### config.mk
export PLATFORM = sky130hd
export DESIGN_NAME = addressable_led_bit_serializer_top
export DESIGN_NICKNAME = d
export VERILOG_FILES = /design/src/hdl/albs_pkg.sv /design/src/hdl/albs_ram.sv /design/src/hdl/albs_ctrl.sv /design/src/hdl/albs_datapath.sv /design/src/hdl/addressable_led_bit_serializer_top.sv
export SDC_FILE = /design/constraint.sdc
export NUM_CORES = 1
export LEC_CHECK = 0
export BUFFER_PORTS_ARGS = -buffer_cell sky130_fd_sc_hd__buf_2
export CELL_PAD_IN_SITES_DETAIL_PLACEMENT = 1
export CELL_PAD_IN_SITES_GLOBAL_PLACEMENT = 1
export CORE_ASPECT_RATIO = 1.25
export CORE_UTILIZATION = 40
export CTS_BUF_LIST = sky130_fd_sc_hd__clkbuf_4 sky130_fd_sc_hd__clkbuf_8 sky130_fd_sc_hd__clkbuf_16
export CTS_CLUSTER_DIAMETER = 30
export DETAILED_ROUTE_END_ITERATION = 6
export PLACE_DENSITY = 0.71
export SLEW_MARGIN = 10
export SYNTH_ARGS = -nofsm -noshare
export SYNTH_HDL_FRONTEND = slang
export SYNTH_SLANG_ARGS = --single-unit
### constraint.sdc
create_clock -name clk -period 8.9 [get_ports clk]
set_input_delay 1.78 -clock clk [delete_from_list [all_inputs] [get_ports clk]]
set_output_delay 1.78 -clock clk [all_outputs]
set_load 0.03 [all_outputs]
### src/hdl/albs_pkg.sv
// albs_pkg: shared types, sizes and helpers for the addressable LED bit serializer.
// No dependencies; imported by every module of the block except albs_ram.
`timescale 1ns / 1ps

package albs_pkg;

  // Chain and frame sizes
  localparam int NUM_LEDS   = 16;
  localparam int DATA_BITS  = 24;
  localparam int FRAME_BITS = 32;

  // Derived widths
  localparam int COLOR_W    = 24;                                   // G,R,B word
  localparam int BIT_IDX_W  = $clog2(COLOR_W);                      // bit within word
  localparam int LED_W      = (NUM_LEDS > 1) ? $clog2(NUM_LEDS) : 1; // store address
  localparam int LPOS_W     = $clog2(NUM_LEDS + 1);                 // LED position
  localparam int BPOS_W     = $clog2(FRAME_BITS + 1);               // bit position
  localparam int IDX_IN_W   = 4;                                    // led_index field
  localparam int IDX_CMP_W  = (LPOS_W > IDX_IN_W) ? LPOS_W : IDX_IN_W;
  localparam int WIDTH_W    = 16;                                   // compare values
  localparam int CFG_IDX_W  = 2;
  localparam int IN_DATA_W  = 32;
  localparam int OUT_DATA_W = 24;

  // Configuration register indexes
  localparam logic [CFG_IDX_W-1:0] REG_ONE_WIDTH  = 2'd0;
  localparam logic [CFG_IDX_W-1:0] REG_ZERO_WIDTH = 2'd1;
  localparam logic [CFG_IDX_W-1:0] REG_IDLE_WIDTH = 2'd2;

  // Command codes carried on s_axis_tuser; codes 6 and 7 are ignored
  typedef enum logic [2:0] {
    OP_SET_ONE_REV = 3'd0,
    OP_SET_ALL_REV = 3'd1,
    OP_SET_ONE_DIR = 3'd2,
    OP_RESET_POS   = 3'd3,
    OP_ENABLE      = 3'd4,
    OP_TICK        = 3'd5
  } albs_op_t;

  typedef enum logic [1:0] {
    ST_IDLE,
    ST_SWEEP,
    ST_FINISH
  } albs_state_t;

  // Controller -> datapath
  typedef struct packed {
    logic load;    // capture the incoming transaction
    logic sweep;   // write one store entry of a set-all
    logic finish;  // commit state and load the output register
  } albs_cmd_t;

  // Datapath -> controller
  typedef struct packed {
    logic set_all_go;  // incoming item is an accepted set-all
    logic sweep_last;  // sweep is at the last entry
    logic out_free;    // output register can take a result
  } albs_status_t;

  function automatic logic [7:0] flip8(input logic [7:0] v);
    logic [7:0] t;
    t = ((v & 8'hF0) >> 4) | ((v & 8'h0F) << 4);
    t = ((t & 8'hCC) >> 2) | ((t & 8'h33) << 2);
    t = ((t & 8'hAA) >> 1) | ((t & 8'h55) << 1);
    return t;
  endfunction

  // Store word layout: green low, red middle, blue high
  function automatic logic [COLOR_W-1:0] pack_grb(input logic [7:0] r, input logic [7:0] g,
                                                  input logic [7:0] b);
    return {b, r, g};
  endfunction

endpackage

### src/hdl/albs_ram.sv
// albs_ram: generic single-write, single-read RAM with registered read data.
// No dependencies.
`timescale 1ns / 1ps

module albs_ram #(
  parameter int WIDTH = 24,
  parameter int DEPTH = 16,
  localparam int AW   = (DEPTH > 1) ? $clog2(DEPTH) : 1
) (
  input  logic             clk,
  input  logic             we,
  input  logic [AW-1:0]    waddr,
  input  logic [WIDTH-1:0] wdata,
  input  logic [AW-1:0]    raddr,
  output logic [WIDTH-1:0] rdata
);

  logic [WIDTH-1:0] mem [DEPTH];

  always_ff @(posedge clk) begin
    if (we) begin
      mem[waddr] <= wdata;
    end
    rdata <= mem[raddr];
  end

endmodule

### src/hdl/albs_ctrl.sv
// albs_ctrl: sequencing state machine for the LED serializer.
// Depends on albs_pkg; drives albs_datapath through albs_cmd_t.
`timescale 1ns / 1ps

module albs_ctrl
  import albs_pkg::*;
(
  input  logic         clk,
  input  logic         rst,
  input  logic         s_axis_tvalid,
  output logic         s_axis_tready,
  input  albs_status_t status,
  output albs_cmd_t    cmd
);

  albs_state_t state, state_next;

  always_ff @(posedge clk) begin
    if (rst) begin
      state <= ST_IDLE;
    end else begin
      state <= state_next;
    end
  end

  always_comb begin
    state_next    = state;
    cmd           = '0;
    s_axis_tready = 1'b0;
    unique case (state)
      ST_IDLE: begin
        s_axis_tready = 1'b1;
        if (s_axis_tvalid) begin
          cmd.load   = 1'b1;
          state_next = status.set_all_go ? ST_SWEEP : ST_FINISH;
        end
      end
      ST_SWEEP: begin
        cmd.sweep = 1'b1;
        if (status.sweep_last) begin
          state_next = ST_FINISH;
        end
      end
      ST_FINISH: begin
        if (status.out_free) begin
          cmd.finish = 1'b1;
          state_next = ST_IDLE;
        end
      end
      default: state_next = ST_IDLE;
    endcase
  end

endmodule

### src/hdl/albs_datapath.sv
// albs_datapath: item register, colour store, positions, width registers and output register.
// Depends on albs_pkg and albs_ram; commanded by albs_ctrl.
`timescale 1ns / 1ps

module albs_datapath
  import albs_pkg::*;
(
  input  logic                  clk,
  input  logic                  rst,
  input  logic                  cfg_we,
  input  logic [CFG_IDX_W-1:0]  cfg_index,
  input  logic [WIDTH_W-1:0]    cfg_data,
  input  logic [IN_DATA_W-1:0]  s_axis_tdata,
  input  logic [2:0]            s_axis_tuser,
  input  logic                  m_axis_tready,
  output logic                  m_axis_tvalid,
  output logic [OUT_DATA_W-1:0] m_axis_tdata,
  output logic [0:0]            m_axis_tuser,
  output logic                  m_axis_tlast,
  input  albs_cmd_t             cmd,
  output albs_status_t          status
);

  // Configuration
  logic [WIDTH_W-1:0] one_width, zero_width, idle_width;

  always_ff @(posedge clk) begin
    if (rst) begin
      one_width  <= '0;
      zero_width <= '0;
      idle_width <= '0;
    end else if (cfg_we) begin
      unique case (cfg_index)
        REG_ONE_WIDTH:  one_width  <= cfg_data;
        REG_ZERO_WIDTH: zero_width <= cfg_data;
        REG_IDLE_WIDTH: idle_width <= cfg_data;
        default: ;
      endcase
    end
  end

  // Captured transaction
  albs_op_t            op;
  logic [IDX_IN_W-1:0] led_index;
  logic [7:0]          red, green, blue;
  logic                enable;

  always_ff @(posedge clk) begin
    if (cmd.load) begin
      op        <= albs_op_t'(s_axis_tuser);
      led_index <= s_axis_tdata[3:0];
      red       <= s_axis_tdata[11:4];
      green     <= s_axis_tdata[19:12];
      blue      <= s_axis_tdata[27:20];
      enable    <= s_axis_tdata[28];
    end
  end

  // Positions and run flag
  logic [BPOS_W-1:0] bit_pos, bit_pos_next;
  logic [LPOS_W-1:0] led_pos, led_pos_next;
  logic              busy, busy_next;

  // Colour store: RAM plus per-entry valid bits so unwritten entries read zero
  logic [NUM_LEDS-1:0] store_valid;
  logic [LED_W-1:0]    sweep_cnt;
  logic                ram_we;
  logic [LED_W-1:0]    ram_waddr;
  logic [COLOR_W-1:0]  ram_wdata, ram_rdata;
  logic [COLOR_W-1:0]  word_rev, word_dir;
  logic [IDX_CMP_W-1:0] idx_cmp;
  logic                idx_ok;
  logic                fin_we;
  logic [COLOR_W-1:0]  fin_wdata;

  assign word_rev = pack_grb(flip8(red), flip8(green), flip8(blue));
  assign word_dir = pack_grb(red, green, blue);
  assign idx_cmp  = IDX_CMP_W'(led_index);
  assign idx_ok   = idx_cmp < IDX_CMP_W'(NUM_LEDS);

  assign ram_we    = cmd.sweep || (cmd.finish && fin_we);
  assign ram_waddr = cmd.sweep ? sweep_cnt : idx_cmp[LED_W-1:0];
  assign ram_wdata = cmd.sweep ? word_rev : fin_wdata;

  albs_ram #(
    .WIDTH (COLOR_W),
    .DEPTH (NUM_LEDS)
  ) u_store (
    .clk   (clk),
    .we    (ram_we),
    .waddr (ram_waddr),
    .wdata (ram_wdata),
    .raddr (led_pos[LED_W-1:0]),
    .rdata (ram_rdata)
  );

  always_ff @(posedge clk) begin
    if (rst) begin
      store_valid <= '0;
    end else if (ram_we) begin
      store_valid[ram_waddr] <= 1'b1;
    end
  end

  always_ff @(posedge clk) begin
    if (cmd.load) begin
      sweep_cnt <= '0;
    end else if (cmd.sweep) begin
      sweep_cnt <= sweep_cnt + 1'b1;
    end
  end

  // Current bit of the LED being sent; positions past the colour word read zero
  logic data_bit;
  always_comb begin
    data_bit = 1'b0;
    if (store_valid[led_pos[LED_W-1:0]] && (bit_pos < BPOS_W'(COLOR_W))) begin
      data_bit = ram_rdata[bit_pos[BIT_IDX_W-1:0]];
    end
  end

  // Result of the captured transaction
  logic               res_pulse, res_done, res_rej;
  logic [WIDTH_W-1:0] res_width;
  logic [BPOS_W-1:0]  bit_pos_inc;
  logic [LPOS_W-1:0]  led_pos_adv;

  always_comb begin
    bit_pos_next = bit_pos;
    led_pos_next = led_pos;
    busy_next    = busy;
    res_pulse    = 1'b0;
    res_width    = '0;
    res_done     = 1'b0;
    res_rej      = 1'b0;
    fin_we       = 1'b0;
    fin_wdata    = word_dir;
    bit_pos_inc  = bit_pos + 1'b1;
    led_pos_adv  = led_pos;
    unique case (op)
      OP_SET_ONE_REV, OP_SET_ALL_REV: begin
        if (busy) begin
          res_rej = 1'b1;
        end else begin
          fin_we       = (op == OP_SET_ONE_REV) && idx_ok;
          fin_wdata    = word_rev;
          bit_pos_next = '0;
          led_pos_next = '0;
          busy_next    = enable;
        end
      end
      OP_SET_ONE_DIR: begin
        fin_we = idx_ok;
      end
      OP_RESET_POS: begin
        bit_pos_next = '0;
        led_pos_next = '0;
      end
      OP_ENABLE: begin
        busy_next = enable;
      end
      OP_TICK: begin
        if (busy) begin
          res_pulse = 1'b1;
          if (led_pos >= LPOS_W'(NUM_LEDS)) begin
            // running past the chain: one dwell period, then stop
            res_width = idle_width;
            res_done  = 1'b1;
            busy_next = 1'b0;
          end else begin
            if (bit_pos < BPOS_W'(DATA_BITS)) begin
              res_width = data_bit ? one_width : zero_width;
            end else begin
              res_width = idle_width;
            end
            if (bit_pos_inc >= BPOS_W'(FRAME_BITS)) begin
              bit_pos_next = '0;
              led_pos_adv  = led_pos + 1'b1;
            end else begin
              bit_pos_next = bit_pos_inc;
            end
            led_pos_next = led_pos_adv;
            if (led_pos_adv >= LPOS_W'(NUM_LEDS)) begin
              res_done  = 1'b1;
              busy_next = 1'b0;
            end
          end
        end
      end
      default: ;
    endcase
  end

  always_ff @(posedge clk) begin
    if (rst) begin
      bit_pos <= '0;
      led_pos <= '0;
      busy    <= 1'b0;
    end else if (cmd.finish) begin
      bit_pos <= bit_pos_next;
      led_pos <= led_pos_next;
      busy    <= busy_next;
    end
  end

  // Output register
  always_ff @(posedge clk) begin
    if (rst) begin
      m_axis_tvalid <= 1'b0;
    end else if (cmd.finish) begin
      m_axis_tvalid <= 1'b1;
    end else if (m_axis_tready) begin
      m_axis_tvalid <= 1'b0;
    end
  end

  always_ff @(posedge clk) begin
    if (cmd.finish) begin
      m_axis_tdata <= {{(OUT_DATA_W - WIDTH_W - 2){1'b0}}, busy_next, res_rej, res_width};
      m_axis_tuser <= res_pulse;
      m_axis_tlast <= res_done;
    end
  end

  assign status.set_all_go = (albs_op_t'(s_axis_tuser) == OP_SET_ALL_REV) && !busy;
  assign status.sweep_last = sweep_cnt == LED_W'(NUM_LEDS - 1);
  assign status.out_free   = !m_axis_tvalid || m_axis_tready;

endmodule

### src/hdl/addressable_led_bit_serializer_top.sv
// addressable_led_bit_serializer_top: top level of the LED colour store and pulse serializer.
// Depends on albs_pkg, albs_ctrl and albs_datapath (which holds albs_ram).
//
//  channel  | direction | handshake                    | payload
//  ---------+-----------+------------------------------+------------------------------------
//  s_axis   | in        | tvalid/tready                | tuser: command; tdata: index, RGB, en
//  m_axis   | out       | tvalid/tready                | tuser: pulse_valid; tlast: frame_done;
//           |           |                              | tdata: width, rejected, running
//  cfg      | in        | cfg_we, no wait              | cfg_index, cfg_data (16 bit widths)
//
// Sequence: a transaction is captured in the item register, and the finishing step then
// registers its result; set-all first writes the store one entry a cycle through the
// single RAM write port. No new transaction is taken until the finishing step is done.
// Stalls: a new transaction is taken while the previous result waits in the output
// register; the finishing step waits for that register to drain.
// Reset: synchronous; per-entry valid bits clear the store at once, no clearing pass.
`timescale 1ns / 1ps

module addressable_led_bit_serializer_top
  import albs_pkg::*;
(
  input  logic                  clk,
  input  logic                  rst,
  // configuration write port
  input  logic                  cfg_we,
  input  logic [CFG_IDX_W-1:0]  cfg_index,
  input  logic [WIDTH_W-1:0]    cfg_data,
  // command stream
  input  logic                  s_axis_tvalid,
  output logic                  s_axis_tready,
  input  logic [IN_DATA_W-1:0]  s_axis_tdata,   // led_index[3:0], red, green, blue, enable, pad
  input  logic [2:0]            s_axis_tuser,   // command
  // pulse stream
  output logic                  m_axis_tvalid,
  input  logic                  m_axis_tready,
  output logic [OUT_DATA_W-1:0] m_axis_tdata,   // pulse_width[15:0], rejected, running, pad
  output logic [0:0]            m_axis_tuser,   // pulse_valid
  output logic                  m_axis_tlast    // frame_done
);

  albs_cmd_t    cmd;
  albs_status_t status;

  // Controller: idle / sweep / finish sequencing
  albs_ctrl u_ctrl (
    .clk           (clk),
    .rst           (rst),
    .s_axis_tvalid (s_axis_tvalid),
    .s_axis_tready (s_axis_tready),
    .status        (status),
    .cmd           (cmd)
  );

  // Datapath: store, positions, widths and the output register
  albs_datapath u_dp (
    .clk           (clk),
    .rst           (rst),
    .cfg_we        (cfg_we),
    .cfg_index     (cfg_index),
    .cfg_data      (cfg_data),
    .s_axis_tdata  (s_axis_tdata),
    .s_axis_tuser  (s_axis_tuser),
    .m_axis_tready (m_axis_tready),
    .m_axis_tvalid (m_axis_tvalid),
    .m_axis_tdata  (m_axis_tdata),
    .m_axis_tuser  (m_axis_tuser),
    .m_axis_tlast  (m_axis_tlast),
    .cmd           (cmd),
    .status        (status)
  );

endmodule

; Word-level counts from Yosys, hierarchy flattened
; Memories as Yosys holds them, arrays and structs flattened. A register that Yosys moved wholly into a read port is not among the register bits.
; Cells that the tools add are included.
[word_totals]
output_inout_bits = 28
register_bits = 135
n_memories = 1
mem_bits_rw = 384
[memory_table]
columns = memory, depth, width, read_ports, rd_ports_with_merged_regs, write_ports, line_no
row1 = u_dp.u_store.mem, 16, 24, 1, 1, 1, albs_ram.sv:18  ; logic [WIDTH-1:0] mem [DEPTH];
[op_classes]
addsub = 3
n_bitwise = 10
reduce_logical = 21
eq_ne = 17
muxes = 52
n_lt_le_gt_ge = 9
[op_table]
columns = op, count
row1 = two-way mux 24 bit, 3
row2 = two-way mux 16 bit, 3
row3 = two-way mux 5 bit, 7
row4 = two-way mux 6 bit, 4
row5 = OR 4 x 8 -> 8 bit, 3
row6 = OR 6 x 8 -> 8 bit, 3
row7 = OR 7 x 8 -> 8 bit, 3
row8 = two-way mux 1 bit, 22
row9 = one-hot mux 6 bit (3 select lines), 1
row10 = OR 16 bit, 1
row11 = "less-than comparator 4 x 5 -> 1 bit, second input constant", 3
row12 = one-hot mux 5 bit (3 select lines), 1
row13 = ">= comparator 5 bit, second input constant", 2
row14 = "!= test 2 bit, second input constant", 5
row15 = two-way mux 2 bit, 4
row16 = AND reduction 2 bit, 4
row17 = "adder 6 x 1 -> 6 bit, second input constant", 1
row18 = "== test 3 x 1 -> 1 bit, second input constant", 2
row19 = "== test 3 x 2 -> 1 bit, second input constant", 2
row20 = "== test 3 bit, second input constant", 2
row21 = ">= comparator 6 bit, second input constant", 1
row22 = "less-than comparator 5 x 6 -> 1 bit, second input constant", 1
row23 = "less-than comparator 6 x 5 -> 1 bit, second input constant", 1
row24 = one-hot mux 2 bit (3 select lines), 1
row25 = other kinds (23), 32

; Longest topological paths before layout
; Gate-level depths: netlist (run 1).
[logic_depth]
word_depth = 11
mapped_depth = 7
depth_no_buf = 5

; By module
; From an unflattened synthesis (run 1), not the netlist that was laid out.
[hier_totals]
cells_unflattened = 1208
hier_area_um2 = 20858.8
[modules_own_cells]
columns = mod, area_per_inst_um2, n_inst, cells_each
row1 = albs_ram, 14930.6, 1, 636
row2 = albs_datapath, 5809.3, 1, 558
row3 = albs_ctrl, 118.9, 1, 14

; Worst setup path before layout (run 1)
; Ideal clock, no wire load.
[synth_path]
path_type = in2reg
from = in s_axis_tvalid
to = reg u_dp.blue[0], enable pin
slack_ps = 4374
path_buffers = 0
setup_ps = 463
arrival_time_ps = 4063
cell_stages = 2
cell_sequence = inv_1 > nor3_1
[synth_rtl]
columns = element, line_no
row1 = start: declaration, addressable_led_bit_serializer_top.sv:29  ; input logic s_axis_tvalid,
row2 = end signal: assignment, albs_datapath.sv:54  ; blue <= s_axis_tdata[27:20];
row3 = end: declaration, albs_datapath.sv:45  ; logic [7:0] red, green, blue;

; Worst setup path after layout (run 1)
[layout_path]
from = in m_axis_tready
to = mem u_dp.u_store.mem[2][7], enable pin
[layout_between]
elab_chain_len = 7
[layout_lines]
columns = element, line_no
row1 = start: declaration, addressable_led_bit_serializer_top.sv:35  ; input logic m_axis_tready,
row2 = logical OR 1 bit, albs_datapath.sv:227  ; assign status.out_free = !m_axis_tvalid || m_axis_tready;
row3 = two-way mux 1 bit, albs_ctrl.sv:45  ; if (status.out_free) begin
row4 = two-way mux 1 bit, albs_ctrl.sv:30  ; unique case (state)
row5 = logical AND 1 bit, albs_datapath.sv:81  ; assign ram_we = cmd.sweep || (cmd.finish && fin_we);
row6 = logical OR 1 bit, albs_datapath.sv:81
row7 = two-way mux 1 bit, albs_ram.sv:21  ; if (we) begin
row8 = two-way mux 1 bit (implied by the code), albs_ram.sv:22  ; mem[waddr] <= wdata;
row9 = end: declaration, albs_ram.sv:18
; Every way passes these cells.

==> results.cfg, run 1 <==
[layout]
area_growth_pct = 22.3
layout.nets = 1361
num_antenna_cells = 0
drive_gt1_share_pct = 33.2

[status]
outcome = finished clean

[run]
maxCapViolations = 0

[place]
dp_hpwl_um = 27200
port_buffers = 76
globalplace.congestion = 0.748

[clocking]
cts_sinks = 543
numCtsBuffers = 100
post-cts-setup-buffers = 0
cts_tree = built
clock_latency_ns = 0.64
cts_max_level = 3
ctsHoldBuffers = 0
clkTransAtPathRegs_ns = 0.05
cts_root_buffer = clkbuf_16
cts_buffer_depth = 3
cts_resized = 0

[synth]
synthFlopType = edfxtp_1
synthCells = 1175
ys_warn_count = 0
ys_seq_elements = 543
synth_edf_count = 436
async_reset_ff_share_pct = 0
ys_types = 60
syn-cell-area_um2 = 21100
avgSynthCellArea_um2 = 17.9
ys_seq_area_share_pct = 72.3

[global_route]
gr-max-usage-layer = met2
met2_usage_pct = 34.5
met3_usage_pct = 3.60
track_usage_pct = 19.5
grt_pass1_vias = 12462
grt_pass1_wl_um = 77100
grt_max_degree = 67
grt-ovfl-total = 0
met1_usage_pct = 23.2
antenna_found_initial = 0

[setup_path]
path_class = in -> reg
crit_fanout = 24
endpoint_kind = flop
cp-start-kind = input port
crit_arrival_ns = 3.79
required_ns = 9.14

[drt]
vias = 11441
ant_nets = 0
firstDrtPassIters = 5
drc = 0
first_iter_violations = 832
finalWirelength_um = 51000
wl_per_cell_um = 24.9
via_per_inst = 5.58

[floorplanning]
initial_core_util_pct = 40.7
die_h_um = 259
num_rows = 93
core_area_um2 = 51800
die-area_um2 = 53600
ios = 86
die_width_um = 207

[timing]
skew_ns = 0.0307
min_period_ns = 3.56
max_clock_freq_mhz = 281
slew_headroom_pct = 20.4
hold_viol = 0
finalCritPeriodShare_pct = 40.0
setup_viol = 0
drv_slew = 0
rsz0062_at_grt = false
tightestPinTransition_ns = 1.19
fin_setup_tns_ns = 0

[power_and_ir_drop]
p_per_area_nw_per_um2 = 270
ir_drop_mv = 0.216
power.total_w = 0.00695
power_leakage_nw = 8.30

[worst_hold_path]
hold_class = reg -> reg
metrics by stage:
stage / util, % / setup slack (ns) / std cells / area, um^2 / hold slack (ns)
floorplan: - / 4.37 / 1180 / 21100 / 0.431
global placement: 42.8 / 4.73 / 1863 / 22200 / 0.440
detailed placement: 42.8 / 4.67 / 1863 / 22200 / 0.445
CTS: 49.7 / 5.33 / 2049 / 25800 / 0.453
global route: 49.7 / 5.15 / 2049 / 25800 / 0.468
finish: 49.7 / 5.34 / 2049 / 25800 / 0.451
synthesized netlist by cell type (2+ instances only):
cell type  number  area, um^2
a21boi_0        2        15.0
a21o_1          2        15.0
a21oi_1        64         320
a22oi_2         3        37.5
a31oi_1        18         113
and2_1          3        18.8
and3b_1         2        17.5
buf_1           8        30.0
buf_2          22         110
buf_4           9        67.6
buf_6           4        45.0
clkbuf_1       28         105
clkbuf_2        4        20.0
dfxtp_1       107        2140
edfxtp_1      436       13100
ha_1            3        37.5
inv_1          10        37.5
mux2_2         24         270
mux2i_1         4        40.0
mux2i_4         2        45.0
mux4_1          2        52.6
mux4_2        128        2880
nand2_1       103         387
nand2b_1        9        56.3
nand3_1         6        30.0
nand3b_1        4        30.0
nand4_1        17         106
nand4b_1        2        17.5
nor2_1         41         154
nor2b_1         6        37.5
nor3_1          6        30.0
nor3b_1         3        22.5
o21a_1         12        90.1
o21ai_0        27         135
o31a_1          4        35.0
o31ai_1        19         143
or3_1           6        37.5
xor2_1          3        26.3
state kept, by name (all words and copies together) (netlist names), 2 cells and up:
name                flops
u_dp.green              8
u_dp.idle_width        16
u_dp.op                 3
u_dp.red                8
u_ctrl.state            2
u_dp.zero_width        16
u_dp.one_width         16
u_dp.sweep_cnt          4
u_dp.led_pos            5
u_dp.u_store.rdata     24
u_dp.store_valid       16
u_dp.u_store.mem      384
u_dp.m_axis_tdata      18
u_dp.blue               8
u_dp.led_index          4
u_dp.bit_pos            6
layer usage:
metal / vias to the layer above / part of all wire (%) / routed length, um
met5: - / 0 / 0
met4: 0 / 2.8 / 1420
met3: 105 / 4.8 / 2440
met2: 400 / 52 / 26700
met1: 5976 / 40 / 20500
li1: 4960 / - / -
worst max-delay path: stages:
cell and delay (ns):
buf_2 0.09, nand2b_1 0.16, nand4b_1 0.28, nor2_1 0.20, a21boi_0 0.36, nor2_4 0.90
cells by family (layout without fill, tap and decap cells):
kind of cell,after synthesis,after routing,synth area share (%)
muxes,161,161,15.7
and+or+nand+nor,211,211,4.60
adders and majority gates,3,3,0.178
AOI/OAI and AO/OA,165,165,4.95
DFF,543,543,72.3
xor gates and xnor gates,4,4,0.166
buffers and inverters,87,291,2.08
other,1,6,0.0178
cell usage in the layout (no fill, tap or decap), types with 15 or more instances in the layout:
cell type / netlist / routed
clkbuf_16: 0 / 101
edfxtp_1: 436 / 436
bufinv_16: 0 / 17
a21oi_1: 64 / 64
clkinv_2: 0 / 17
buf_2: 22 / 76
o31ai_1: 19 / 19
nand4_1: 17 / 17
buf_4: 9 / 18
nand2_1: 103 / 103
nor2_4: 0 / 15
nor2_1: 41 / 23
o21ai_0: 27 / 27
mux2_2: 24 / 24
a31oi_1: 18 / 18
mux4_2: 128 / 128
dfxtp_1: 107 / 104
path summary, 6_finish.rpt:
path                        from                endpoint  slack (ns)  cells past startpoint
max                m_axis_tready  u_dp.u_store.mem[2][7]        5.34                      6
min          u_dp.idle_width[14]     u_dp.idle_width[14]        0.45                      2
max reg2reg      u_dp.led_pos[1]   u_dp.m_axis_tdata[13]        5.35                      6
min reg2reg  u_dp.idle_width[14]     u_dp.idle_width[14]        0.45                      2
where the power goes:
group          switching (W)  internal, W  total, W
clock                0.00130      0.00266   0.00395
sequential         0.0000178      0.00281   0.00283
combinational       0.000130    0.0000450  0.000175
area by class of cell:
cell class	instances	area, um^2
clock inverters	69	902
clock buffers	117	2690
inverters	11	41.3
multi-input cells	550	5540
well taps	665	832
repair buffers	94	515
fillers	4762	26000
flip-flops and latches	543	15200
Power figures use the tool's default switching activity.
==> inputs of run 2 (changes only) <==
==> constraint.sdc (replaced) <==
create_clock -name clk -period 3.7 [get_ports clk]
set_input_delay 0.74 -clock clk [delete_from_list [all_inputs] [get_ports clk]]
set_output_delay 0.74 -clock clk [all_outputs]
set_load 0.03 [all_outputs]
==> results.cfg, run 2 (synthesis results as in run 1) <==
[clocking]
cts_max_level = 3
numCtsBuffers = 102
cts_sinks = 543
cts_resized = 0
post-cts-setup-buffers = 0
clock_latency_ns = 0.64
cts_buffer_depth = 3
ctsHoldBuffers = 0
clkTransAtPathRegs_ns = 0.05
cts_root_buffer = clkbuf_16
cts_tree = built

[drt]
wl_per_cell_um = 24.9
firstDrtPassIters = 5
vias = 11478
drc = 0
ant_nets = 0
via_per_inst = 5.55
finalWirelength_um = 51600
first_iter_violations = 840

[global_route]
grt_max_degree = 52
track_usage_pct = 19.7
grt-ovfl-total = 0
met1_usage_pct = 23.7
met2_usage_pct = 34.8
antenna_found_initial = 0
grt_pass1_vias = 12589
gr-max-usage-layer = met2
grt_pass1_wl_um = 78000
met3_usage_pct = 3.30

[setup_path]
rr_endpoint = u_dp.m_axis_tdata[13]
timing.rr.start = u_dp.led_pos[2]
worstPathCellList = buf_4, mux4_2, a22oi_2, a21o_1, o31ai_1, a31oi_1
crit_start = u_dp.led_pos[2]
crit_arrival_ns = 3.20
cpMaxStageDelayCell = a21o_1
required_ns = 4.16
path_class = reg -> reg
rrSetupSlack_ns = 0.95
cp_slowest_stage_delay_ns = 0.63
worstSetupPathDepth = 6
critPathTopFamily = compound AO/OA/AOI/OAI gates
crit_fanout = 16
endpoint_kind = flop
path_buf_inv = 1
reg2regPathDepth = 6
cp-start-kind = flop
critPathCapture = u_dp.m_axis_tdata[13]

[power_and_ir_drop]
switching_share_pct = 21.8
p_comb_share_pct = 2.5
ir_drop_mv = 0.546
p_per_area_nw_per_um2 = 650
clkPwrFrac_pct = 57.2
internal_power_w = 0.0132
power_frac_seq_pct = 40.3
p_sw_w = 0.00367
power_leakage_nw = 8.38

[place]
globalplace.congestion = 0.772
port_buffers = 76
dp_hpwl_um = 27600
dpl_cell_area_um2 = 22300

[status]
outcome = finished clean

[floorplanning]
core_area_um2 = 51800
die_h_um = 259
ios = 86
initial_core_util_pct = 40.7
die_width_um = 207
num_rows = 93
die-area_um2 = 53600

[worst_hold_path]
hold_class = in -> reg

[timing]
slew_headroom_pct = 25.3
tightestPinTransition_ns = 1.12
skew_ns = 0.0240
drv_slew = 0
finalCritPeriodShare_pct = 74.3
hold_viol = 0
setup_viol = 0
min_period_ns = 2.75
fin_setup_tns_ns = 0
max_clock_freq_mhz = 364
rsz0062_at_grt = false

[layout]
final_cell_mix = 436 x edfxtp_1, 128 x mux4_2, 106 x clkbuf_16, 104 x dfxtp_1, 103 x nand2_1
top_register = u_dp.u_store.mem
layout_commonest_cell = edfxtp_1
fillers = 4759
final_area_um2 = 25900
drive_gt1_share_pct = 34.5
layout.nets = 1373
area_growth_pct = 23.2
largest_register_ffs = 384
reg.largest.list = u_dp.u_store.mem: 384 flops, u_dp.u_store.rdata: 24 flops, u_dp.m_axis_tdata: 18 flops
num_antenna_cells = 0
final_util_pct = 50.1

[run]
maxCapViolations = 0
==> run 2: per-layer routing <==
layer | vias up | wire length, um
li1 | 4976 | -
met1 | 6044 | 20500
met2 | 363 | 27200
met3 | 95 | 2330
met4 | 0 | 1520
met5 | - | 0
==> run 2: how the worst min path moves through the flow <==
| stage | start | end | cells past startpoint |
|---|---|---|---|
| 5_1_grt | s_axis_tdata[18] | u_dp.green[6] | 1 |
| 4_1_cts | s_axis_tdata[12] | u_dp.green[0] | 1 |
| 3_3_place_gp | u_dp.idle_width[14] | u_dp.idle_width[14] | 2 |
| 2_1_floorplan | u_dp.store_valid[2] | u_dp.store_valid[2] | 2 |
| 6_report | s_axis_tdata[27] | u_dp.blue[7] | 1 |
| 3_5_place_dp | u_dp.idle_width[14] | u_dp.idle_width[14] | 2 |
==> run 2: per-stage QoR <==
stage | cells | setup WS (ns) | total power, W | hold slack (ns)
floorplan | 1180 | 0.214 | 0.00715 | 0.431
global placement | 1873 | 0.520 | 0.00731 | 0.440
detailed placement | 1873 | 0.413 | 0.00733 | 0.445
CTS | 2067 | 0.653 | 0.0170 | 0.237
global route | 2067 | 0.699 | 0.0173 | 0.254
finish | 2067 | 0.952 | 0.0169 | 0.272
==> run 2: worst reg2reg max path, cell delays in order, from the launching register on <==
cell	delay, ns
dfxtp_2	0.55
buf_4	0.39
mux4_2	0.41
a22oi_2	0.22
a21o_1	0.63
o31ai_1	0.14
a31oi_1	0.24
==> run 2: power by group through the flow <==
stage,Sequential (W),Combinational [W],Clock [W]
floorplan,0.00691,0.000243,0
global placement,0.00690,0.000403,0
detailed placement,0.00691,0.000425,0
CTS,0.00679,0.000429,0.00981
global route,0.00679,0.000461,0.0101
finish,0.00679,0.000426,0.00965
==> run 2: cell type report <==
cell class | count | area (um^2) | share of cell area, %
sequential | 543 | 15200 | 58.8
multi-input combinational | 550 | 5540 | 21.4
clock buffer | 118 | 2760 | 10.6
clock inverter | 76 | 906 | 3.49
tap | 665 | 832 | 3.21
timing repair buffer | 104 | 628 | 2.42
inverter | 11 | 41.3 | 0.159
==> inputs of run 3 (changes only) <==
--- a/config.mk
+++ b/config.mk
@@ -5,6 +5,7 @@
 export SDC_FILE = /design/constraint.sdc
 export NUM_CORES = 1
 export LEC_CHECK = 0
+export ABC_AREA = 1
 export BUFFER_PORTS_ARGS = -buffer_cell sky130_fd_sc_hd__buf_2
 export CELL_PAD_IN_SITES_DETAIL_PLACEMENT = 1
 export CELL_PAD_IN_SITES_GLOBAL_PLACEMENT = 1
@@ -13,7 +14,7 @@
 export CTS_BUF_LIST = sky130_fd_sc_hd__clkbuf_4 sky130_fd_sc_hd__clkbuf_8 sky130_fd_sc_hd__clkbuf_16
 export CTS_CLUSTER_DIAMETER = 30
 export DETAILED_ROUTE_END_ITERATION = 6
-export PLACE_DENSITY = 0.71
+export PLACE_DENSITY = 0.77
 export SLEW_MARGIN = 10
 export SYNTH_ARGS = -nofsm -noshare
 export SYNTH_HDL_FRONTEND = slang
==> constraint.sdc (replaced) <==
create_clock -name clk -period 2.5 [get_ports clk]
set_input_delay 0.5 -clock clk [delete_from_list [all_inputs] [get_ports clk]]
set_output_delay 0.5 -clock clk [all_outputs]
set_load 0.03 [all_outputs]
==> results.cfg, run 3 <==
[clocking]
cts_max_level = 3
cts_tree = built
numCtsBuffers = 97
clkTransAtPathRegs_ns = 0.05
cts_root_buffer = clkbuf_16
cts_buffer_depth = 3
clock_latency_ns = 0.64
cts_sinks = 543

[power_and_ir_drop]
power_frac_seq_pct = 41.0
ir_drop_mv = 0.853
power_leakage_nw = 9.41
internal_power_w = 0.0194
switching_share_pct = 21.7
p_sw_w = 0.00539
p_comb_share_pct = 3.8
p_per_area_nw_per_um2 = 941
clkPwrFrac_pct = 55.2

[global_route]
grt_pass1_wl_um = 95200
track_usage_pct = 23.1
met1_usage_pct = 26.2
grt_max_degree = 141
gr-max-usage-layer = met2
met3_usage_pct = 3.26
grt-ovfl-total = 0
antenna_found_initial = 0
grt_pass1_vias = 16658
met2_usage_pct = 41.2

[setup_path]
endpoint_kind = flop
crit_fanout = 24
cp-start-kind = flop
rr_endpoint = u_dp.u_store.mem[11][9]
timing.rr.start = u_ctrl.state[1]
reg2regPathDepth = 7
path_class = reg -> reg
crit_arrival_ns = 2.62
required_ns = 2.76
rrSetupSlack_ns = 0.14

[synth]
synth_area_leader_cell = edfxtp_1
ys_warn_count = 0
synthTopCellsByArea = edfxtp_1 61%, dfxtp_1 10%, o21ai_0 6.3%
synth.most_common_cell = edfxtp_1
avgSynthCellArea_um2 = 11.8
synth_commonest_cells = 436 x edfxtp_1, 274 x nor2_1, 270 x o21ai_0, 153 x nand2_1, 119 x inv_1
ys_seq_area_share_pct = 71.1
synthFlopType = edfxtp_1
synth_edf_count = 436
async_reset_ff_share_pct = 0
syn-cell-area_um2 = 21400
ys_types = 44
ys_seq_elements = 543
synthCells = 1821
netlist.area_leader.share_pct = 61.1

[drt]
vias = 15340
via_per_inst = 5.66
finalWirelength_um = 62300
drc = 0
firstDrtPassIters = 5
wl_per_cell_um = 23.0
ant_nets = 0
first_iter_violations = 1024

[timing]
rsz0062_at_grt = false
fin_setup_tns_ns = 0
tightestPinTransition_ns = 0.912
slew_headroom_pct = 39.2
skew_ns = 0.0319
hold_viol = 0
finalCritPeriodShare_pct = 94.4
setup_viol = 0
max_clock_freq_mhz = 424
min_period_ns = 2.36
drv_slew = 0

[layout]
final_util_pct = 50.0
fillers = 5380
multiInputGateArea_um2 = 5250
area_growth_pct = 23.3
drive_gt1_share_pct = 17.9
final_cell_mix = 436 x edfxtp_1, 273 x nor2_1, 269 x o21ai_0, 153 x nand2_1, 114 x inv_1
reg.largest.list = u_dp.u_store.mem: 384 flops, u_dp.u_store.rdata: 24 flops, u_dp.m_axis_tdata: 18 flops
largest_register_ffs = 384
top_register = u_dp.u_store.mem
layout_commonest_cell = edfxtp_1
layout.nets = 2012
num_antenna_cells = 0
ff_latch_area_um2 = 15200

[worst_hold_path]
whs_path_depth = 1
hp-start = s_axis_tdata[4]
hold_end = u_dp.red[0]
hold_class = in -> reg

[floorplanning]
num_rows = 94
core_area_um2 = 52800
die_h_um = 261
ios = 86
initial_core_util_pct = 40.6
die_width_um = 209
die-area_um2 = 54500

[run]
maxCapViolations = 0

[status]
outcome = finished clean

[place]
dp_hpwl_um = 32900
globalplace.congestion = 0.770
port_buffers = 76
run 3: how the worst max path moves through the flow:
stage	depth (start not counted)	start	end	slack, ns
3_3_place_gp	8	m_axis_tready	u_dp.u_store.mem[9][23]	0.13
6_report	7	u_ctrl.state[1]	u_dp.u_store.mem[11][9]	0.14
3_5_place_dp	7	u_ctrl.state[0]	u_dp.u_store.mem[8][4]	0.03
2_1_floorplan	6	m_axis_tready	u_dp.u_store.mem[0][0]	0.06
4_1_cts	6	u_dp.op[1]	u_dp.u_store.mem[13][4]	0.02
5_1_grt	11	u_ctrl.state[0]	u_dp.u_store.mem[8][9]	0.002
run 3: final cells by class:
class | count | area share, %
Clock buffer | 119 | 10.2
Clock inverter | 65 | 2.94
Multi-Input combinational cell | 1040 | 19.9
Inverter | 126 | 1.86
Timing Repair Buffer | 143 | 4.26
Sequential cell | 543 | 57.7
Tap cell | 672 | 3.18
run 3: what timing repair did:
action                                  4_1_cts  5_1_grt
buffers inserted                              0        1
pin swaps                                     0        1
resized for setup                             2        4
hold buffers                                  0        0
endpoints found under the setup margin       11       54
run 3: metal layers:
| layer | up-vias | wire, um | share of wire [%] |
|---|---|---|---|
| met5 | - | 0 | 0 |
| met4 | 0 | 3120 | 5.0 |
| met3 | 204 | 3120 | 5.0 |
| met2 | 602 | 31900 | 51 |
| met1 | 7714 | 24100 | 39 |
| li1 | 6820 | - | - |
run 3: logic make-up (layout without fill, tap and decap cells):
logic type / count (synthesis) / after routing / synth area share, %
AO/OA/AOI/OAI: 500 / 500 / 13.5
XOR/XNOR: 2 / 2 / 0.0818
adder cells (fa/ha/maj): 3 / 3 / 0.175
buffers and inverters: 243 / 453 / 4.67
flip-flops: 543 / 543 / 71.1
other: 1 / 6 / 0.0175
AND/OR/NAND/NOR: 529 / 529 / 10.4
run 3: critical path, stage by stage, from the launching register on:
cell and delay (ns):
dfxtp_1 0.45, nor2_4 0.11, nand2_1 0.12, o21ai_0 0.19, nor3_2 0.38, nand2_1 0.18, clkinvlp_4 0.10, buf_4 0.43
run 3: power by group through the flow:
stage / clock (W) / sequential [W] / combinational (W)
after global placement: 0 / 0.0103 / 0.000858
final: 0.0137 / 0.0102 / 0.000944
after floorplan: 0 / 0.0104 / 0.000466
after CTS: 0.0139 / 0.0102 / 0.000934
after detailed placement: 0 / 0.0103 / 0.000916
after global routing: 0.0142 / 0.0102 / 0.00103
run 3: stage by stage:
stage / instances / hold WS, ns / area (um^2) / power, W / setup WS, ns
finish: 2708 / 0.0315 / 26400 / 0.0248 / 0.140
global route: 2708 / 0.0247 / 26400 / 0.0255 / 0.00242
CTS: 2707 / 0.00833 / 26400 / 0.0250 / 0.0164
detailed placement: 2523 / 0.442 / 22900 / 0.0113 / 0.0295
global placement: 2523 / 0.435 / 22900 / 0.0112 / 0.131
floorplan: 1826 / 0.423 / 21500 / 0.0109 / 0.0631
